`config.mk`:
```
export PLATFORM = sky130hd
export DESIGN_NAME = disk_sector_position_tracker
export DESIGN_NICKNAME = d
export VERILOG_FILES = /design/src/dspt_pkg.sv /design/src/dspt_cfg.sv /design/src/dspt_ctrl.sv /design/src/dspt_dp.sv /design/src/disk_sector_position_tracker.sv
export SDC_FILE = /design/constraint.sdc
export NUM_CORES = 1
export LEC_CHECK = 0
export BUFFER_PORTS_ARGS = -buffer_cell sky130_fd_sc_hd__buf_4
export CAP_MARGIN = 20
export CORE_MARGIN = 4
export CORE_UTILIZATION = 30
export CTS_BUF_LIST = sky130_fd_sc_hd__clkbuf_8
export DETAILED_ROUTE_END_ITERATION = 10
export HOLD_SLACK_MARGIN = 0.08
export PLACE_DENSITY = 0.49
export SKIP_LAST_GASP = 1
export SYNTH_ARGS = -nofsm -noshare
export SYNTH_HDL_FRONTEND = slang
export SYNTH_SLANG_ARGS = --single-unit
```
`constraint.sdc`:
```
create_clock -name clk -period 17.4 [get_ports clk]
set_input_delay 0.87 -clock clk [delete_from_list [all_inputs] [get_ports clk]]
set_output_delay 0.87 -clock clk [all_outputs]
set_load 0.02 [all_outputs]
```
`src/dspt_pkg.sv`:
```
// Shared types and constants for the disk sector position tracker.
// No dependencies; every module of the block imports this package.
`default_nettype none

package dspt_pkg;

  // Register indexes on the configuration port.
  localparam logic [2:0] REG_SECTORS_PER_TRACK    = 3'd0;
  localparam logic [2:0] REG_FIRST_SECTOR_ID      = 3'd1;
  localparam logic [2:0] REG_SIDE_COUNT           = 3'd2;
  localparam logic [2:0] REG_TRACK_COUNT          = 3'd3;
  localparam logic [2:0] REG_RESERVED_TRACK_COUNT = 3'd4;
  localparam logic [2:0] REG_SIDES_INTERLEAVED    = 3'd5;
  localparam logic [2:0] REG_RECORDS_PER_SECTOR   = 3'd6;
  localparam logic [2:0] REG_BLOCK_SHIFT          = 3'd7;

  // Register values after reset.
  localparam logic [6:0] RST_SECTORS_PER_TRACK    = 7'd9;
  localparam logic [7:0] RST_FIRST_SECTOR_ID      = 8'd193;
  localparam logic [1:0] RST_SIDE_COUNT           = 2'd1;
  localparam logic [7:0] RST_TRACK_COUNT          = 8'd40;
  localparam logic [7:0] RST_RESERVED_TRACK_COUNT = 8'd0;
  localparam logic       RST_SIDES_INTERLEAVED    = 1'b0;
  localparam logic [6:0] RST_RECORDS_PER_SECTOR   = 7'd4;
  localparam logic [2:0] RST_BLOCK_SHIFT          = 3'd3;

  // Input request kinds.
  localparam logic KIND_SET     = 1'b0;
  localparam logic KIND_ADVANCE = 1'b1;

  // Disk layout configuration.
  typedef struct packed {
    logic [6:0] sectors_per_track;
    logic [7:0] first_sector_id;
    logic [1:0] side_count;
    logic [7:0] track_count;
    logic [7:0] reserved_track_count;
    logic       sides_interleaved;
    logic [6:0] records_per_sector;
    logic [2:0] block_shift;
  } cfg_t;

  // Commands from the controller to the datapath.
  typedef struct packed {
    logic load_set;
    logic load_adv;
    logic step;
    logic commit;
    logic set_full;
    logic mul1;
    logic mul2;
    logic fin;
    logic out_load;
  } dp_cmd_t;

  // Status from the datapath to the controller.
  typedef struct packed {
    logic carry;
    logic step_full;
    logic out_free;
  } dp_sts_t;

endpackage

`default_nettype wire

```
`src/dspt_cfg.sv`:
```
// Configuration register file of the disk sector position tracker.
// Depends on dspt_pkg for register indexes, reset values and cfg_t.
`default_nettype none

module dspt_cfg
  import dspt_pkg::*;
(
  input  logic       clk,
  input  logic       rst,
  input  logic       cfg_valid,
  output logic       cfg_ready,
  input  logic [2:0] cfg_index,
  input  logic [7:0] cfg_data,
  output cfg_t       cfg
);

  // Writes are always taken; cfg_ready is tied high.
  assign cfg_ready = 1'b1;

  // Register writes decoded by index.
  always_ff @(posedge clk) begin
    if (rst) begin
      cfg.sectors_per_track    <= RST_SECTORS_PER_TRACK;
      cfg.first_sector_id      <= RST_FIRST_SECTOR_ID;
      cfg.side_count           <= RST_SIDE_COUNT;
      cfg.track_count          <= RST_TRACK_COUNT;
      cfg.reserved_track_count <= RST_RESERVED_TRACK_COUNT;
      cfg.sides_interleaved    <= RST_SIDES_INTERLEAVED;
      cfg.records_per_sector   <= RST_RECORDS_PER_SECTOR;
      cfg.block_shift          <= RST_BLOCK_SHIFT;
    end else if (cfg_valid && cfg_ready) begin
      unique case (cfg_index)
        REG_SECTORS_PER_TRACK:    cfg.sectors_per_track    <= cfg_data[6:0];
        REG_FIRST_SECTOR_ID:      cfg.first_sector_id      <= cfg_data;
        REG_SIDE_COUNT:           cfg.side_count           <= cfg_data[1:0];
        REG_TRACK_COUNT:          cfg.track_count          <= cfg_data;
        REG_RESERVED_TRACK_COUNT: cfg.reserved_track_count <= cfg_data;
        REG_SIDES_INTERLEAVED:    cfg.sides_interleaved    <= cfg_data[0];
        REG_RECORDS_PER_SECTOR:   cfg.records_per_sector   <= cfg_data[6:0];
        REG_BLOCK_SHIFT:          cfg.block_shift          <= cfg_data[2:0];
      endcase
    end
  end

endmodule

`default_nettype wire

```
`src/dspt_ctrl.sv`:
```
// Controller state machine of the disk sector position tracker.
// Depends on dspt_pkg for the command and status structs.
`default_nettype none

module dspt_ctrl
  import dspt_pkg::*;
(
  input  logic    clk,
  input  logic    rst,
  input  logic    in_valid,
  output logic    in_ready,
  input  logic    kind,
  input  dp_sts_t sts,
  output dp_cmd_t cmd
);

  localparam logic [2:0] ST_IDLE = 3'd0;
  localparam logic [2:0] ST_ADV  = 3'd1;
  localparam logic [2:0] ST_MUL1 = 3'd2;
  localparam logic [2:0] ST_MUL2 = 3'd3;
  localparam logic [2:0] ST_FIN  = 3'd4;
  localparam logic [2:0] ST_HOLD = 3'd5;

  logic [2:0] state;
  logic [2:0] state_next;

  assign in_ready = (state == ST_IDLE);

  // Next state and datapath commands.
  always_comb begin
    state_next = state;
    cmd        = '0;
    unique case (state)
      ST_IDLE: begin
        if (in_valid) begin
          if (kind == KIND_SET) begin
            cmd.load_set = 1'b1;
            state_next   = ST_MUL1;
          end else begin
            cmd.load_adv = 1'b1;
            state_next   = ST_ADV;
          end
        end
      end
      ST_ADV: begin
        // One whole track of carry is taken per cycle.
        if (!sts.carry) begin
          cmd.commit = 1'b1;
          state_next = ST_MUL1;
        end else if (sts.step_full) begin
          cmd.set_full = 1'b1;
          state_next   = ST_MUL1;
        end else begin
          cmd.step = 1'b1;
        end
      end
      ST_MUL1: begin
        cmd.mul1   = 1'b1;
        state_next = ST_MUL2;
      end
      ST_MUL2: begin
        cmd.mul2   = 1'b1;
        state_next = ST_FIN;
      end
      ST_FIN: begin
        cmd.fin    = 1'b1;
        state_next = ST_HOLD;
      end
      ST_HOLD: begin
        if (sts.out_free) begin
          cmd.out_load = 1'b1;
          state_next   = ST_IDLE;
        end
      end
      default: begin
        state_next = ST_IDLE;
      end
    endcase
  end

  // State register.
  always_ff @(posedge clk) begin
    if (rst) begin
      state <= ST_IDLE;
    end else begin
      state <= state_next;
    end
  end

endmodule

`default_nettype wire

```
`src/dspt_dp.sv`:
```
// Datapath of the disk sector position tracker: position, carry step,
// block index arithmetic and the output register. Depends on dspt_pkg.
`default_nettype none

module dspt_dp
  import dspt_pkg::*;
(
  input  logic        clk,
  input  logic        rst,
  input  cfg_t        cfg,
  input  dp_cmd_t     cmd,
  output dp_sts_t     sts,
  input  logic        side_in,
  input  logic [7:0]  track_in,
  input  logic [7:0]  sector_count,
  output logic        out_valid,
  input  logic        out_ready,
  output logic        side_out,
  output logic [7:0]  track_out,
  output logic [7:0]  sector_out,
  output logic [15:0] block_index,
  output logic        disk_full
);

  // Architectural position state.
  logic        cur_side;
  logic [7:0]  cur_track;
  logic [7:0]  cur_sector;
  logic [15:0] cur_block;
  logic        full_flag;

  // Working position during an advance.
  logic [1:0]  side_w;
  logic [8:0]  trk_w;
  logic [8:0]  sec_w;

  // Block index pipeline registers.
  logic [14:0] prod1;
  logic        below;
  logic [21:0] prod2;
  logic        neg;

  // Effective layout values.
  logic [6:0]  spt_eff;
  logic [1:0]  sides;
  logic [8:0]  limit;
  logic [8:0]  tc_ext;

  // Carry step results.
  logic [1:0]  side_inc;
  logic [8:0]  trk_inc;
  logic [1:0]  side_step;
  logic [8:0]  trk_step;
  logic [8:0]  sec_step;
  logic        step_full;

  // Block index arithmetic.
  logic [7:0]  trk_diff;
  logic [14:0] prod1_c;
  logic [8:0]  sec_diff;
  logic [16:0] lin;
  logic [21:0] prod2_c;
  logic [3:0]  shamt;
  logic [21:0] shifted;
  logic [15:0] blk_c;

  // A zero sector count acts as one; side counts of two and three act as two.
  assign spt_eff = (cfg.sectors_per_track == 7'd0) ? 7'd1 : cfg.sectors_per_track;
  assign sides   = cfg.side_count[1] ? 2'd2 : 2'd1;
  assign limit   = {1'b0, cfg.first_sector_id} + {2'b00, spt_eff};
  assign tc_ext  = {1'b0, cfg.track_count};

  // One track of carry: the side or the track steps first by mode.
  assign side_inc = side_w + 2'd1;
  assign trk_inc  = trk_w + 9'd1;
  assign sec_step = sec_w - {2'b00, spt_eff};

  always_comb begin
    side_step = side_w;
    trk_step  = trk_w;
    step_full = 1'b0;
    if (cfg.sides_interleaved) begin
      side_step = side_inc;
      if (side_inc >= sides) begin
        trk_step  = trk_inc;
        side_step = side_inc - sides;
        step_full = (trk_inc >= tc_ext);
      end
    end else begin
      trk_step = trk_inc;
      if (trk_inc >= tc_ext) begin
        side_step = side_inc;
        trk_step  = trk_inc - tc_ext;
        step_full = (side_inc >= sides);
      end
    end
  end

  assign sts.carry     = (sec_w >= limit);
  assign sts.step_full = step_full;
  assign sts.out_free  = !out_valid || out_ready;

  // First stage: whole tracks past the reserved area times sectors per track.
  assign trk_diff = cur_track - cfg.reserved_track_count;
  assign prod1_c  = {7'd0, trk_diff} * {8'd0, spt_eff};

  // Second stage: add the sector offset, then scale by records per sector.
  assign sec_diff = {1'b0, cur_sector} - {1'b0, cfg.first_sector_id};
  assign lin      = {2'b00, prod1} + {{8{sec_diff[8]}}, sec_diff};
  assign prod2_c  = {7'd0, lin[14:0]} * {15'd0, cfg.records_per_sector};

  // Third stage: shift to blocks, one more place on a two-sided layout.
  assign shamt   = {1'b0, cfg.block_shift} + {3'b000, cfg.side_count[1]};
  assign shifted = prod2 >> shamt;
  assign blk_c   = neg ? 16'd0 : ((|shifted[21:16]) ? 16'hFFFF : shifted[15:0]);

  // Position, flag and block state.
  always_ff @(posedge clk) begin
    if (rst) begin
      cur_side   <= 1'b0;
      cur_track  <= 8'd0;
      cur_sector <= 8'd0;
      cur_block  <= 16'd0;
      full_flag  <= 1'b0;
    end else begin
      if (cmd.load_set) begin
        cur_side   <= side_in;
        cur_track  <= track_in;
        cur_sector <= cfg.first_sector_id;
      end
      if (cmd.commit) begin
        cur_side   <= side_w[0];
        cur_track  <= trk_w[7:0];
        cur_sector <= sec_w[7:0];
      end
      if (cmd.set_full) begin
        full_flag <= 1'b1;
      end
      if (cmd.fin) begin
        cur_block <= blk_c;
      end
    end
  end

  // Working registers of the advance loop and the block pipeline.
  always_ff @(posedge clk) begin
    if (cmd.load_adv) begin
      side_w <= {1'b0, cur_side};
      trk_w  <= {1'b0, cur_track};
      sec_w  <= {1'b0, cur_sector} + {1'b0, sector_count};
    end else if (cmd.step) begin
      side_w <= side_step;
      trk_w  <= trk_step;
      sec_w  <= sec_step;
    end
    if (cmd.mul1) begin
      prod1 <= prod1_c;
      below <= (cur_track < cfg.reserved_track_count);
    end
    if (cmd.mul2) begin
      prod2 <= prod2_c;
      neg   <= below || lin[16];
    end
  end

  // Output register valid flag.
  always_ff @(posedge clk) begin
    if (rst) begin
      out_valid <= 1'b0;
    end else if (cmd.out_load) begin
      out_valid <= 1'b1;
    end else if (out_ready) begin
      out_valid <= 1'b0;
    end
  end

  // Output register payload.
  always_ff @(posedge clk) begin
    if (cmd.out_load) begin
      side_out    <= cur_side;
      track_out   <= cur_track;
      sector_out  <= cur_sector;
      block_index <= cur_block;
      disk_full   <= full_flag;
    end
  end

endmodule

`default_nettype wire

```
`src/disk_sector_position_tracker.sv`:
```
// Disk sector position tracker: a request is taken when the tracker is
// idle and gives one result. A set-position request passes through the
// multiply, finish and hold states before the tracker is ready again;
// an advance first runs the carry loop, which subtracts one track of
// sectors per cycle, once per whole track carried (at most 510 with one
// sector per track, and 1 or 2 on typical layouts). The block index
// then passes through two registered multiplies and a shift stage.
// The result sits in an output register, so the next request is accepted
// while it waits. There is no clearing pass after reset.
// Depends on dspt_pkg, dspt_cfg, dspt_ctrl and dspt_dp.
`default_nettype none

module disk_sector_position_tracker
  import dspt_pkg::*;
(
  input  logic        clk,
  input  logic        rst,
  // Configuration write channel.
  input  logic        cfg_valid,
  output logic        cfg_ready,
  input  logic [2:0]  cfg_index,
  input  logic [7:0]  cfg_data,
  // Request channel.
  input  logic        in_valid,
  output logic        in_ready,
  input  logic        kind,
  input  logic        side_in,
  input  logic [7:0]  track_in,
  input  logic [7:0]  sector_count,
  // Result channel.
  output logic        out_valid,
  input  logic        out_ready,
  output logic        side_out,
  output logic [7:0]  track_out,
  output logic [7:0]  sector_out,
  output logic [15:0] block_index,
  output logic        disk_full
);

  cfg_t    cfg;
  dp_cmd_t cmd;
  dp_sts_t sts;

  // Layout registers.
  dspt_cfg u_cfg (
    .clk       (clk),
    .rst       (rst),
    .cfg_valid (cfg_valid),
    .cfg_ready (cfg_ready),
    .cfg_index (cfg_index),
    .cfg_data  (cfg_data),
    .cfg       (cfg)
  );

  // Sequencing of each request.
  dspt_ctrl u_ctrl (
    .clk      (clk),
    .rst      (rst),
    .in_valid (in_valid),
    .in_ready (in_ready),
    .kind     (kind),
    .sts      (sts),
    .cmd      (cmd)
  );

  // Position arithmetic and result register.
  dspt_dp u_dp (
    .clk          (clk),
    .rst          (rst),
    .cfg          (cfg),
    .cmd          (cmd),
    .sts          (sts),
    .side_in      (side_in),
    .track_in     (track_in),
    .sector_count (sector_count),
    .out_valid    (out_valid),
    .out_ready    (out_ready),
    .side_out     (side_out),
    .track_out    (track_out),
    .sector_out   (sector_out),
    .block_index  (block_index),
    .disk_full    (disk_full)
  );

endmodule

`default_nettype wire

```
Word-level counts from Yosys, hierarchy flattened --
Index checks and enable logic that the tools add are counted.
Word-level totals: flip-flop bits (word level) 175, output and inout port bits 37
Operators by class: add/subtract/negate cells 11, multipliers 2, order comparisons 4, equal/unequal tests 17, shifts and indexed selects 1, muxes and demuxes 48, reductions and logical operators 25
Operators with widths (number):
- $mux 8 | 6
- $mux 9 | 5
- $mux 16 | 2
- $reduce_and 2->1 | 12
- $mul 15x7->22 | 1
- $shr 22x4->22 | 1
- $mux 1 | 21
- $eq 3x3->1 const B | 6
- $pmux 3 s6 | 1
- $add 16x9->17 | 1
- $mul 8x7->15 | 1
- $mux 3 | 5
- $mux 2 | 7
- $eq 3x2->1 const B | 4
- $add 8x7->9 | 1
- $add 8x8->9 | 1
- $add 9x1->9 const B | 1
- $ge 9x8->1 | 1
- $ge 9x9->1 | 1
- $sub 8x8->9 | 1
- $sub 9x7->9 | 1
- $sub 9x8->9 | 1
- $lt 8x8->1 | 1
- $reduce_bool 2->1 | 4
- other kinds (17) | 22

Longest topological paths before layout --
Gate-level depths: netlist of run 1.
depth after elaboration 9, depth in mapped cells 31, gate-level depth less buffers 31

Cells and area by module --
From an unflattened synthesis of run 1, not the netlist that was laid out.
Second synthesis, totals: cell total of the unflattened synthesis 1632, area total of the unflattened synthesis 15506.1 µm²
By module, submodules not included:
- dspt_dp | times used 1, cells an instance 1429, area an instance 13437.9 µm², sequential area each 3473.3 µm²
- dspt_cfg | times used 1, cells an instance 171, area an instance 1813.0 µm², sequential area each 880.8 µm²
- dspt_ctrl | times used 1, cells an instance 32, area an instance 255.2 µm², sequential area each 60.1 µm²

Worst setup path before layout of run 1 --
No wires, ideal clock.
path kind reg2reg, start point register u_dp.cur_sector[0], end point register u_dp.prod2[21] (data pin), library setup time 0.273 ns, arrival 7.072 ns, required time 17.127 ns, slack 10.055 ns, cell stages (with the launch flop) 32, path buffers 0, period minus slack after synthesis 7.345 ns, path through dfxtp_1 > inv_1 > ha_1 > fa_1 > nor2b_1 > o21ai_0 > a21boi_0 > o21ai_0 > nor2b_1 > xnor2_1 > ha_1 > a21oi_1 > nand2_1 > o211ai_1 > nand2b_1 > a21oi_1 > xnor2_1 > and2_1 > fa_1 > fa_1 > fa_1 > inv_1 > fa_1 > inv_1 > ha_1 > a21o_1 > a31o_1 > a2111oi_0 > o21ai_1 > a21o_1 > a2111oi_0 > a211oi_1
On the way: cells in the longest elaborated chain, start to end 3
Ends and longest elaborated chain:
- start: declaration | RTL line dspt_dp.sv:28 | logic [7:0] cur_sector;
- start signal: assignment | RTL line dspt_dp.sv:129 | cur_sector <= cfg.first_sector_id;
- start signal: assignment | RTL line dspt_dp.sv:134 | cur_sector <= sec_w[7:0];
- $sub 8x8->9 | RTL line dspt_dp.sv:108 | assign sec_diff = {1'b0, cur_sector} - {1'b0, cfg.first_sector_id};
- $add 16x9->17 | RTL line dspt_dp.sv:109 | assign lin = {2'b00, prod1} + {{8{sec_diff[8]}}, sec_diff};
- $mul 15x7->22 | RTL line dspt_dp.sv:110 | assign prod2_c = {7'd0, lin[14:0]} * {15'd0, cfg.records_per_sector};
- named net u_dp.prod2_c[21] | RTL line dspt_dp.sv:62 | logic [21:0] prod2_c;
- end signal: assignment | RTL line dspt_dp.sv:161 | prod2 <= prod2_c;
- end: declaration | RTL line dspt_dp.sv:40 | logic [21:0] prod2;
The timed path passes the listed nets, and every way through them passes these cells. A chain may end at the register's enable or synchronous reset.

Worst setup path after layout of run 1 --
Ends and elaborated chain as after synthesis.

==> impl_metrics.csv, run 1 <==
group,metric,value,unit
power,ir_drop,68.4,uV
worst_setup_path,rr_startpoint,"u_dp.cur_sector[0]",
worst_setup_path,critPathBufInv,4,
die,fp.dieW,233,um
sta,final.setup.tns,0,ns
sta,finalSetupViolations,0,
clocking,cts_tree,"yes",
grt,globalRouteTotalUtil,13.7,%
placed_design,dp_hpwl,29.5,mm
synthesis,syn_inst,1641,
routing,first_pass_iters,5,
clocking,numCtsBuffers,17,
worst_setup_path,cpMostUsedCell,"fa_1",
routing,via_per_inst,4.80,
worst_setup_path,crit_required,17.64,ns
routing,totalWireLength,36.8,mm
grt,grt_max_degree,76,
die,die_y,233,um
clocking,clockRootBuffer,"clkbuf_8",
routing,vias,11378,
sta,max_clock_freq,122,MHz
layout,syn_to_final_growth,10.4,%
clocking,ctsResizeCount,0,
clocking,path_clk_slew,0.10,ns
worst_setup_path,r2r_cells,31,
synthesis,yosysWarnings,0,
synthesis,netlist.area_leader.share,18.0,%
layout,layout.cells.non_filler,2370,
worst_setup_path,cp_slowest_stage_delay,0.55,ns
placed_design,placed_area,16400,um2
grt,antenna_found_initial,0,
routing,route.detailed.drc,0,
synthesis,synth_area_leaders,"edfxtp_1, fa_1, ha_1, dfxtp_1, nand2_1",
synthesis,syn_nets,1927,
sta,finalMaxSlewViolations,0,
clocking,clk_latency,0.52,ns
job,drv_cap,0,
sta,hold_viol,0,
synthesis,ys_seq_area_share,29.0,%
worst_setup_path,critPathMaxFanout,8,
placed_design,dp_cells,2337,
die,core.rowCount,82,
power,cellLeakagePower,7.34,nW
worst_setup_path,r2r_end,"u_dp.prod2[21]",
worst_hold_path,hold_path_end,"u_dp.cur_block[1]",
sta,maxSlewHeadroom,27.2,%
grt,grt_overflow,0,
grt,grt_pass1_wl,59.9,mm
die,initial_core_util,30.3,%
synthesis,yosysUniqueCellTypes,76,
worst_setup_path,reg2reg_slack,9.20,ns
synthesis,synth_edf_count,91,
synthesis,synth_common_cells,"nand2_1, inv_1, ha_1",
worst_setup_path,cp.arrival,8.44,ns
worst_setup_path,crit_type,"flip-flop to flip-flop",
worst_hold_path,hold_path.startpoint,"u_dp.cur_block[1]",
placed_design,gp_congestion,0.835,
worst_hold_path,whs_path_depth,2,
clocking,clock_sinks,174,
clocking,htreeDepth,4,
layout,finalNetCount,1970,
worst_setup_path,worstSetupEndpointType,"flip-flop",
synthesis,synthArstFlopShare,0,%
sta,finalCriticalPeriod,8.20,ns
die,dieArea,54200,um2
synthesis,synth-seq-cells,174,
worst_setup_path,start_kind,"flip-flop",
die,core,50100,um2
routing,routedWlPerCell,15.5,um
worst_setup_path,path_delay_family,"adder cells",
synthesis,ys.flop_type,"edfxtp_1",
layout,fin_area,16700,um2
routing,drt_iter0_drc,560,
sta,rsz0062_at_grt,"false",
grt,grt_pass1_vias,11344,
synthesis,yosysMostFrequentCell,"nand2_1",
sta,worst_slew_pin_slew,1.08,ns
clocking,post_cts_buffers,0,
placed_design,io_buffers,69,
worst_setup_path,cpMaxStageDelayCell,"fa_1",
layout,layout-drive-gt1-share,8.60,%
sta,period_share,47.1,%
sta,finClkSkew,0.0243,ns
clocking,clock_path_buffers,2,
synthesis,syn_avg_cell_area,9.24,um2
die,ioPinCount,71,
synthesis,syn_area,15200,um2
power,p_per_area,135,nW/um2
clocking,cts_hold_buf,0,
run_status,status,"complete, no violations",
routing,ant_nets,0,
synthesis,yosysTopAreaCell,"edfxtp_1",
worst_setup_path,crit_path_start,"u_dp.cur_sector[0]",
worst_hold_path,hp-class,"flip-flop to flip-flop",
[logic make-up (layout without fill, tap and decap cells)]
group	Yosys count	in the layout	share of synthesized area, %
adder cells (fa/ha/maj)	252	252	25.8
AO/OA/AOI/OAI	303	303	12.8
flip-flops	174	174	29.0
AND/OR/NAND/NOR	537	537	16.7
other	1	2	0.0247
multiplexers	65	65	5.16
XOR/XNOR	77	77	4.45
buffers and inverters	232	288	6.02
[stage by stage]
stage               hold slack (ns)  worst slack [ns]  power, mW  util (%)
finish                        0.435              9.20       2.26      33.4
global route                  0.446              8.50       2.51      33.4
CTS                           0.439              9.16       2.29      33.4
detailed placement            0.414              9.20       1.99      32.7
global placement              0.415              9.43       1.97      32.6
floorplan                     0.408             10.05       1.66         -
[tightest hold or removal path, stage by stage (launching register included)]
cell,delay [ns]
dfxtp_1,0.32
nand2_1,0.05
nand2_1,0.04
[layout make-up]
cell class | count | area, um2
multi-input cells | 1235 | 9870
diodes | 1 | 2.50
inverters | 179 | 672
fillers | 5242 | 33300
well taps | 672 | 841
flip-flops and latches | 174 | 4390
clock inverters | 15 | 148
repair buffers | 77 | 586
clock buffers | 17 | 234
[how the worst max path moves through the flow]
stage / to / slack, ns / depth (start not counted)
global placement: u_dp.prod2[21] / 9.43 / 31
global route: u_dp.prod2[21] / 8.50 / 31
CTS: u_dp.prod2[21] / 9.16 / 31
floorplan: u_dp.prod2[21] / 10.05 / 31
finish: u_dp.prod2[21] / 9.20 / 31
detailed placement: u_dp.prod2[21] / 9.20 / 31
[power by group]
group          internal (mW)  leakage, nW  switching [mW]
Clock                  0.107        0.196           0.183
Sequential             0.526         1.53          0.0463
Combinational          0.569         5.62           0.829
[layer usage]
layer / track usage, % / share of wire [%] / vias to the layer above
met5: 0 / 0 / -
met4: 2.88 / 1.1 / 0
met3: 1.71 / 2.6 / 26
met2: 22.5 / 46 / 144
met1: 19.4 / 50 / 5543
li1: - / - / 5665
[state kept, by name, summed over array words and instances, names as in the netlist, 3 cells and up]
name / flops
u_cfg.cfg: 43
u_dp.prod2: 22
u_dp.block_index: 16
u_dp.cur_block: 16
u_dp.prod1: 15
u_dp.sec_w: 9
u_dp.trk_w: 9
u_dp.cur_sector: 8
u_dp.cur_track: 8
u_dp.sector_out: 8
u_dp.track_out: 8
u_ctrl.state: 3
[cell usage in the layout (no fill, tap or decap), types with 76 or more instances in the layout]
| cell type | n |
|---|---|
| a21oi_1 | 114 |
| and2_1 | 85 |
| buf_4 | 76 |
| dfxtp_1 | 83 |
| edfxtp_1 | 91 |
| fa_1 | 101 |
| ha_1 | 151 |
| inv_1 | 179 |
| nand2_1 | 205 |
| nor2_1 | 122 |
(Power assumes the default switching activity.)
==> run 2: changes to the inputs <==
==> constraint.sdc (replaced) <==
create_clock -name clk -period 7.7 [get_ports clk]
set_input_delay 0.385 -clock clk [delete_from_list [all_inputs] [get_ports clk]]
set_output_delay 0.385 -clock clk [all_outputs]
set_load 0.02 [all_outputs]
==> run 2 against run 1 <==
Compared with the run above:
- clock power increased by 120%
- via count increased by 0.22%
- setup slack got worse by 8.8 ns
- largest cell class unchanged
- clock skew decreased by 0.0068 ns
- highest routed layer unchanged
- critical endpoint unchanged
==> impl_metrics.csv, run 2 (synthesized netlist as in run 1, its figures left out) <==
group,metric,value,unit
grt,globalRouteTotalUtil,13.4,%
power,p_total,5.35,mW
layout,largest_register_ffs,43,
layout,largest-register,"u_cfg.cfg",
worst_setup_path,path_delay_family,"adder cells",
sta,finalSetupViolations,0,
clocking,clockRootBuffer,"clkbuf_8",
layout,syn_to_final_growth,12.9,%
worst_setup_path,crit_required,7.91,ns
run_status,status,"complete, no violations",
routing,totalWireLength,36.1,mm
clocking,clock_sinks,174,
grt,grt_max_degree,76,
clocking,cts_tree,"yes",
worst_setup_path,cp.arrival,7.49,ns
routing,routedWlPerCell,15.0,um
sta,maxSlewHeadroom,32.7,%
routing,drt_iter0_drc,589,
worst_setup_path,cp_slowest_stage_delay,0.54,ns
worst_setup_path,crit_path_start,"u_dp.cur_sector[0]",
grt,grt_pass1_wl,59.1,mm
power,p_per_area,312,nW/um2
die,dieArea,54200,um2
layout,layout-drive-gt1-share,11.3,%
power,cellLeakagePower,7.57,nW
clocking,clk_latency,0.47,ns
layout,final_common_cell,"nand2_1",
grt,grt_overflow,0,
placed_design,placed_area,16600,um2
sta,worst_slew_pin_slew,1.00,ns
routing,first_pass_iters,5,
worst_setup_path,cp-endpoint,"u_dp.prod2[21]",
die,core.rowCount,82,
worst_hold_path,hp-class,"primary input to flip-flop",
layout,finalNetCount,2009,
grt,grt_pass1_vias,11399,
clocking,htreeDepth,4,
routing,vias,11403,
clocking,numCtsBuffers,17,
grt,antenna_found_initial,0,
layout,antenna_cells,0,
worst_setup_path,r2r_end,"u_dp.prod2[21]",
placed_design,dp_hpwl,29.0,mm
worst_setup_path,cpMaxStageDelayCell,"fa_1",
clocking,cts_hold_buf,0,
die,initial_core_util,30.3,%
worst_setup_path,reg2reg_slack,0.41,ns
worst_setup_path,rr_startpoint,"u_dp.cur_sector[0]",
worst_setup_path,crit_type,"flip-flop to flip-flop",
routing,via_per_inst,4.74,
layout,top_regs,"u_cfg.cfg: 43 flops, u_dp.prod2: 22 flops",
sta,hold_viol,0,
die,core,50100,um2
die,fp.dieW,233,um
job,drv_cap,0,
worst_setup_path,start_kind,"flip-flop",
layout,fin_area,17100,um2
sta,finClkSkew,0.0176,ns
power,ir_drop,172,uV
worst_setup_path,cp_num_cells,31,
routing,route.detailed.drc,0,
routing,ant_nets,0,
worst_setup_path,critPathBufInv,3,
die,ioPinCount,71,
sta,max_clock_freq,137,MHz
layout,fin_util,34.2,%
sta,period_share,94.6,%
clocking,clock_path_buffers,2,
layout,final_cell_mix,"nand2_1, inv_1, ha_1, nor2_1, buf_4",
worst_setup_path,cpMostUsedCell,"fa_1",
worst_setup_path,worstSetupEndpointType,"flip-flop",
sta,finalMaxSlewViolations,0,
worst_setup_path,critPathMaxFanout,4,
sta,finalCriticalPeriod,7.29,ns
placed_design,io_buffers,69,
worst_setup_path,r2r_cells,31,
placed_design,gp_congestion,0.824,
clocking,path_clk_slew,0.10,ns
die,die_y,233,um
-- run 2: cell types whose count changed in the layout (fill, tap and decap cells not counted), moves of 2 or more --
cell,previous run,this run
buf_4,76,114
a21oi_1,114,109
a21oi_2,0,5
inv_8,6,1
o21ai_0,47,44
a2111oi_0,3,1
clkinv_2,0,2
inv_1,179,181
o21ai_1,9,11
xnor2_1,52,50
xnor2_2,0,2
-- run 2: stage by stage --
| step | setup TNS (ns) | setup WS (ns) | cells | hold slack [ns] |
|---|---|---|---|---|
| floorplan | 0 | 0.355 | 1641 | 0.408 |
| global placement | -0.0189 | -0.0189 | 2371 | 0.414 |
| detailed placement | -0.0676 | -0.0676 | 2372 | 0.417 |
| CTS | 0 | 0.0234 | 2404 | 0.143 |
| global route | -0.00327 | -0.00327 | 2408 | 0.152 |
| finish | 0 | 0.413 | 2408 | 0.186 |
-- run 2: how the worst min path moves through the flow --
stage                      startpoint             endpoint  slack (ns)  cells past startpoint
floorplan           u_dp.cur_block[0]  u_dp.block_index[0]        0.41                      0
global placement    u_dp.cur_block[0]  u_dp.block_index[0]        0.41                      0
detailed placement  u_dp.cur_block[2]  u_dp.block_index[2]        0.42                      0
CTS                       cfg_data[7]        u_cfg.cfg[36]        0.14                      2
global route              cfg_data[7]        u_cfg.cfg[36]        0.15                      2
finish                    cfg_data[7]        u_cfg.cfg[36]        0.19                      2
-- run 2: what timing repair did --
action                     4_1_cts  5_1_grt
buffers inserted                 0        3
gates resized for setup          3       18
pin swaps                        0       13
hold endpoints to repair         0        0
setup endpoints to repair        1        6
-- run 2: report_power, final --
part	internal [mW]	total, mW	leakage [nW]	switching (mW)
sequential	1.19	1.29	1.53	0.100
clock	0.266	0.629	0.199	0.363
combinational	1.49	3.43	5.84	1.94
total	2.95	5.35	7.57	2.40
-- run 2: per-layer routing --
layer	vias up	wire length (um)	GRT usage [%]
li1	5733	-	-
met3	25	779	1.64
met1	5530	18000	19.2
met2	115	16900	21.8
met5	-	0	0
met4	0	390	2.73
-- run 2: layout make-up --
class,count,area (um2)
flip-flops and latches,174,4400
clock buffers,18,248
well taps,672,841
multi-input cells,1235,9950
clock inverters,14,120
fillers,5244,32900
inverters,179,672
repair buffers,116,898
-- run 2: worst register-to-register path: cells and delay by family, from the launching register on --
kind            cells  cell delay, ns
fa+ha+maj           8            3.18
compound gates     13            2.36
simple gates        5            0.60
xor+xnor            2            0.39
flops               1            0.35
buf+inv             3            0.14
